[config.mk]
export PLATFORM = sky130hd
export DESIGN_NAME = h2r_hue_unit
export DESIGN_NICKNAME = d
export VERILOG_FILES = /design/src/hw/rtl/h2r_pkg.sv /design/src/hw/rtl/h2r_hue_unit.sv
export SDC_FILE = /design/constraint.sdc
export NUM_CORES = 1
export LEC_CHECK = 0
export BUFFER_PORTS_ARGS = -buffer_cell sky130_fd_sc_hd__buf_2
export CELL_PAD_IN_SITES_DETAIL_PLACEMENT = 2
export CELL_PAD_IN_SITES_GLOBAL_PLACEMENT = 2
export CORE_ASPECT_RATIO = 0.7
export CORE_MARGIN = 3
export CORE_UTILIZATION = 38
export CTS_BUF_LIST = sky130_fd_sc_hd__clkbuf_2 sky130_fd_sc_hd__clkbuf_4 sky130_fd_sc_hd__clkbuf_8
export CTS_CLUSTER_DIAMETER = 200
export DETAILED_ROUTE_END_ITERATION = 10
export GPL_TIMING_DRIVEN = 0
export MAX_ROUTING_LAYER = met4
export PLACE_DENSITY_LB_ADDON = 0.05
export SLEW_MARGIN = 30
export SYNTH_ARGS = -nofsm -noshare
export SYNTH_HDL_FRONTEND = slang
export SYNTH_SLANG_ARGS = --single-unit
[constraint.sdc]
create_clock -name i_clk -period 5.4 [get_ports i_clk]
set_input_delay 0.54 -clock i_clk [delete_from_list [all_inputs] [get_ports i_clk]]
set_output_delay 0.54 -clock i_clk [all_outputs]
set_load 0.01 [all_outputs]
[src/hw/rtl/h2r_pkg.sv]
`default_nettype none

package h2r_pkg;

    // Widths of the transaction fields.
    localparam int unsigned HUE_W  = 16;
    localparam int unsigned CHAN_W = 9;
    localparam int unsigned COL_W  = 8;

    // Adding this multiple of 360 makes every 16-bit signed hue positive
    // without changing its remainder modulo 360.
    localparam logic [16:0] HUE_BIAS   = 17'd33120;
    // floor(65536 / 45): (x >> 3) * RECIP_45 >> 16 is x / 360 or one short.
    localparam logic [10:0] RECIP_45   = 11'd1456;
    localparam logic [9:0]  HUE_WRAP   = 10'd360;
    localparam logic [8:0]  UNIT       = 9'd256;
    localparam logic [7:0]  FULL_SCALE = 8'd255;

    // One 60-degree sector of the colour wheel each, named by where it runs.
    typedef enum logic [2:0] {
        SEC_RED_YEL  = 3'd0,
        SEC_YEL_GRN  = 3'd1,
        SEC_GRN_CYAN = 3'd2,
        SEC_CYAN_BLU = 3'd3,
        SEC_BLU_MAG  = 3'd4,
        SEC_MAG_RED  = 3'd5
    } t_sector;

    typedef struct packed {
        logic signed [HUE_W-1:0] hue_degrees;
        logic [CHAN_W-1:0]       saturation;
        logic [CHAN_W-1:0]       brightness;
    } t_hsv;

    typedef struct packed {
        logic [COL_W-1:0] red;
        logic [COL_W-1:0] green;
        logic [COL_W-1:0] blue;
    } t_rgb;

endpackage

`default_nettype wire

[src/hw/rtl/h2r_hue_unit.sv]
`default_nettype none

// Three register stages: hue modulo 360 by reciprocal multiplication, then a
// single correcting subtract, then the sector and the offset within it.
module h2r_hue_unit (
    input  wire logic                               i_clk,
    input  wire logic [2:0]                         i_adv,
    input  wire logic signed [h2r_pkg::HUE_W-1:0]   i_hue,
    output h2r_pkg::t_sector                        o_sector,
    output logic [5:0]                              o_offset
);

    logic [16:0]      w_biased;
    logic [24:0]      w_quot_prod;
    logic [16:0]      r_biased;
    logic [8:0]       r_quot;

    logic [16:0]      w_quot_360;
    logic [16:0]      w_rem;
    logic [8:0]       n_hue;
    logic [8:0]       r_hue;

    h2r_pkg::t_sector n_sector;
    logic [8:0]       w_base;
    logic [8:0]       w_offset;
    h2r_pkg::t_sector r_sector;
    logic [5:0]       r_offset;

    // Stage one: bias into positive range and estimate the quotient by 360.
    assign w_biased    = {i_hue[h2r_pkg::HUE_W-1], i_hue} + h2r_pkg::HUE_BIAS;
    assign w_quot_prod = {11'd0, w_biased[16:3]} * {14'd0, h2r_pkg::RECIP_45};

    always_ff @(posedge i_clk) begin
        if (i_adv[0]) begin
            r_biased <= w_biased;
            r_quot   <= w_quot_prod[24:16];
        end
    end

    // Stage two: the estimate is exact or one short, so one subtract fixes it.
    assign w_quot_360 = {r_quot, 8'd0} + {2'd0, r_quot, 6'd0} + {3'd0, r_quot, 5'd0}
                      + {5'd0, r_quot, 3'd0};
    assign w_rem      = r_biased - w_quot_360;

    always_comb begin
        if (w_rem[9:0] >= h2r_pkg::HUE_WRAP) begin
            n_hue = 9'(w_rem[9:0] - h2r_pkg::HUE_WRAP);
        end else begin
            n_hue = w_rem[8:0];
        end
    end

    always_ff @(posedge i_clk) begin
        if (i_adv[1]) begin
            r_hue <= n_hue;
        end
    end

    // Stage three: sector number and degrees into the sector.
    always_comb begin
        if (r_hue >= 9'd300) begin
            n_sector = h2r_pkg::SEC_MAG_RED;
            w_base   = 9'd300;
        end else if (r_hue >= 9'd240) begin
            n_sector = h2r_pkg::SEC_BLU_MAG;
            w_base   = 9'd240;
        end else if (r_hue >= 9'd180) begin
            n_sector = h2r_pkg::SEC_CYAN_BLU;
            w_base   = 9'd180;
        end else if (r_hue >= 9'd120) begin
            n_sector = h2r_pkg::SEC_GRN_CYAN;
            w_base   = 9'd120;
        end else if (r_hue >= 9'd60) begin
            n_sector = h2r_pkg::SEC_YEL_GRN;
            w_base   = 9'd60;
        end else begin
            n_sector = h2r_pkg::SEC_RED_YEL;
            w_base   = 9'd0;
        end
    end

    assign w_offset = r_hue - w_base;

    always_ff @(posedge i_clk) begin
        if (i_adv[2]) begin
            r_sector <= n_sector;
            r_offset <= w_offset[5:0];
        end
    end

    assign o_sector = r_sector;
    assign o_offset = r_offset;

endmodule

`default_nettype wire
Word-level counts from Yosys, hierarchy flattened
Cells that the tools add are included.

Output and inout port bits: 9. Logic and storage cells: 31. Input port bits: 20. Register bits after elaboration: 35.

Multiply operators: 1. Reductions and logical operators: 1. $lt $le $gt $ge: 6. Muxes and demuxes: 10. $add $sub $neg: 7.

Operator list (number): $add A10 B10 Y10 (3); $mux W6 (5); $mul A14 B7 Y19 const B (1); $ge A9 B8 Y1 const B (2); $add A17 B16 Y17 const B (1); $ge A10 B9 Y1 const B (1); $sub A10 B10 Y10 (1); $ge A9 B6 Y1 const B (1); $ge A9 B7 Y1 const B (1); $ge A9 B9 Y1 const B (1); $mux W9 (1); $sub A9 B9 Y9 const B (1); $sub A6 B6 Y6 (1); $mux W2 (2); $mux W1 (2); $reduce_or A2 Y1 (1).

Longest topological paths before layout
Depth in word-level cells: 7. Gate-level depth with buffers: 22. Mapped depth without buffers: 22.

Least setup slack after synthesis
OpenSTA, ideal clock, no wires.

Kind: in2reg. Start: input i_hue[5] in the netlist's numbering. End: register r_quot[6], data pin. Arrival: 4823 ps. Cell stages on the path: 22. Path slack: 317 ps. Data required time: 5140 ps. Library setup time: 260 ps. Path buffers: 0. Path through: inv_1 -> ha_1 -> nor2b_1 -> o211ai_2 -> nor2_1 -> nand2_1 -> xnor2_1 -> ha_1 -> inv_1 -> fa_1 -> inv_1 -> fa_1 -> inv_1 -> fa_1 -> inv_1 -> ha_1 -> a21oi_1 -> o21ai_1 -> a2111oi_2 -> a21oi_1 -> a31oi_1 -> xnor2_1.

Longest elaborated chain between the ends: 2.

RTL lines: start, declared (line h2r_hue_unit.sv:8) `input wire logic signed [h2r_pkg::HUE_W-1:0] i_hue,`; $add A17 B16 Y17 (line h2r_hue_unit.sv:30) `assign w_biased = {i_hue[h2r_pkg::HUE_W-1], i_hue} + h2r_pkg::HUE_BIAS;`; $mul A14 B7 Y19 (line h2r_hue_unit.sv:31) `assign w_quot_prod = {11'd0, w_biased[16:3]} * {14'd0, h2r_pkg::RECIP_45};`; named net w_quot_prod[22] (line h2r_hue_unit.sv:14) `logic [24:0] w_quot_prod;`; end signal, assigned (line h2r_hue_unit.sv:36) `r_quot <= w_quot_prod[24:16];`; end, declared (line h2r_hue_unit.sv:16) `logic [8:0] r_quot;`.

The timed path passes the listed nets, and every way through them passes these cells. A chain may end at the register's enable or synchronous reset.

Worst setup path after layout
Start: input i_hue[5] in the netlist's numbering. End: register r_quot[6], data pin.

Longest elaborated chain between the ends: 2.

RTL lines: $add A17 B16 Y17 (line h2r_hue_unit.sv:30); named net w_biased[5] (line h2r_hue_unit.sv:13) `logic [16:0] w_biased;`; $mul A14 B7 Y19 (line h2r_hue_unit.sv:31); named net w_quot_prod[22] (line h2r_hue_unit.sv:14).

The timed path passes the listed nets, and every way through them passes these cells.

==> summary.txt <==
status - finished, final reports clean
Max Fanout on Critical Path - 5
Final Cycle Share - 0.939
port buffer count - 27
delay-heaviest family, CP - adder cells
Final ANT Viol Nets - 0
R2R Path Start - r_quot[1]$_DFFE_PP_
GRT busiest layer - met1
Slew HR - 0.601
Setup crit end kind - flop
M3 GR Usage - 0.0300
most common cell after layout, fill and taps aside - inv_1
diode count - 0
CP max stage cell - fa_1
Clk Latency, worst-skew pair - 0.29 ns
dpl hpwl - 8230 microns
hold path depth - 0
TritonRoute pass-1 iters - 4
yosys warns - 0
crit-path most repeated cell - inv_1
top_reg_cell synth - edfxtp_1
vias in the first global route - 2944
crit path buf inv count - 6
first-pass GRT wire length - 15200 microns
post-synthesis cell type count - 43
Synthesized Nets - 496
HP Class - flop to flop
hold worst-path end - o_offset[0]$_DFFE_PP_
clk slew on worst S/H paths - 0.07 ns
Peak Freq - 0.197 GHz
GP Congestion - 0.804
drc violations - 0
CTS tree - yes
met1 GRT Util - 0.266
pin count of the biggest net entering global routing - 18
H-tree levels - 2
grt ovf - 0
initial antenna violation count - 0
area delta synth->final - 12.9%
# hold bufs at CTS - 0
number of max-cap violations - 0
Slew Limit Fails - 0
cells after synthesis - 380
Via Count - 2682
Mapped Area - 3940 sq um
signal arrival time at the worst endpoint - 5.11 ns
starting density of the core - 0.398
CTS sink cnt - 35
clock buffer depth - 2
crit-path cells - buf_2, inv_1, ha_2, nor2b_4, o211ai_4, nor2_1, nand2_1, xnor2_2, ha_4, inv_1, fa_1, inv_1, fa_1, inv_1, fa_1, inv_1, ha_1, a21oi_1, o21ai_1, a2111oi_2, a21oi_2, a31oi_1, xnor2_1
FP Rows - 30
critical path required time - 5.44 ns
DRT iter0 DRCs - 112
r2r endpoint - r_hue[3]$_DFFE_PP_
r2r setup slk - 1.61 ns
Final setup violation count - 0
layout cells sized above 1 - 0.132
largest area contributor in the netlist - edfxtp_1
setup TNS - 0 ns
total CTS buffers - 5
post-synth top area share - 0.267
Die W - 128 microns
vias per cell - 4.91
final core occ - 0.449
Crit Path Class - primary input to flop
Final Hold Viols - 0
Reg2Reg Depth - 13
Post-synth EDFFs - 35
final hold slack - 0.422 ns
Layout Skew - 0.00540 ns
final net count - 533
CP max stage delay - 0.55 ns
Synth Register Bits - 35
total track usage - 0.172
most frequent cells in the layout - inv_1, ha_1, fa_1
core box area - 9910 sq um
hold_sp - r_hue[0]$_DFFE_PP_
Wirelength per Cell - 17.2 microns
die area - 11600 sq um
minimum clock period - 5.07 ns
Ports - 29
worst-margin pin slew - 0.594 ns
sequential area share after synthesis - 0.267
die height - 91.2 microns
Clock Tree Root - clkbuf_8
crit start category - primary input
Async SR Flop Fraction - 0
synth top area cells - edfxtp_1, ha_1, fa_1
Post-Syn Area per Cell - 10.4 sq um
WL final - 9400 microns
met2 GRT Util - 0.238
per-stage QoR:
step / cell area [sq um] / setup slack, ns / instances
5_1_grt: 4450 / -0.0375 / 546
3_3_place_gp: 4240 / -0.399 / 535
4_1_cts: 4370 / 0.00869 / 543
6_report: 4450 / 0.331 / 546
2_1_floorplan: 3940 / 0.317 / 380
3_5_place_dp: 4240 / -0.483 / 535
layer usage:
layer	share of wire	vias up	wire, microns
met5	0	-	0
met4	0.0051	0	48
met3	0.018	4	172
met2	0.42	24	3990
met1	0.55	1351	5190
li1	-	1303	-
Yosys cell counts (2+ instances only):
master    number
a21boi_0       2
a21oi_1       16
xnor2_1       33
o211ai_1       2
inv_1        100
clkbuf_1       4
o22ai_1        3
o21ai_0        6
o21a_1         3
nand2b_1       2
edfxtp_1      35
fa_1          36
nor2b_1        4
ha_1          60
nand2_1        8
nand3_1        5
o21ai_1        2
a21o_1         9
nor3_1         5
nor2_1        10
a211o_1        2
xor2_1        10
a31oi_1        2
mux2i_1        2
worst max-delay path by stage:
stage | cells past startpoint | to | slack [ns] | from
6_report | 23 | r_quot[6]$_DFFE_PP_ | 0.33 | i_hue[5]
5_1_grt | 20 | r_quot[6]$_DFFE_PP_ | -0.04 | i_hue[5]
4_1_cts | 22 | r_quot[6]$_DFFE_PP_ | 0.009 | i_hue[5]
3_5_place_dp | 22 | r_quot[6]$_DFFE_PP_ | -0.48 | i_hue[5]
3_3_place_gp | 22 | r_quot[6]$_DFFE_PP_ | -0.40 | i_hue[5]
2_1_floorplan | 22 | r_quot[6]$_DFFE_PP_ | 0.32 | i_hue[5]
state kept, by name (all words and copies together), names as in the netlist:
| name | flops |
|---|---|
| r_quot | 7 |
| o_sector | 3 |
| r_biased | 10 |
| o_offset | 6 |
| r_hue | 9 |
kinds of logic after synthesis:
kind of cell,share of synthesized area
flops,0.267
xor+xnor,0.0997
mux,0.00508
fa+ha+maj,0.373
compound gates,0.0984
buf+inv,0.0990
simple gates,0.0578
cell type report:
type	instances	area [sq um]
fillers	1057	5460
multi-input cells	241	2580
flip-flops and latches	35	1050
inverters	100	375
well taps	128	160
repair buffers	30	158
clock buffers	5	68.8
clock inverters	3	38.8
plain buffers	4	15.0
repair_timing:
item | in CTS | in global routing
pin swaps | 0 | 6
endpoints found under the setup margin | 3 | 4
setup buffers | 0 | 3
gates cloned | 0 | 0
resized for setup | 3 | 10
Power is left out: the tool's default activity adds up to more than one toggle a clock period on the data nets, which glitch-free logic cannot reach.
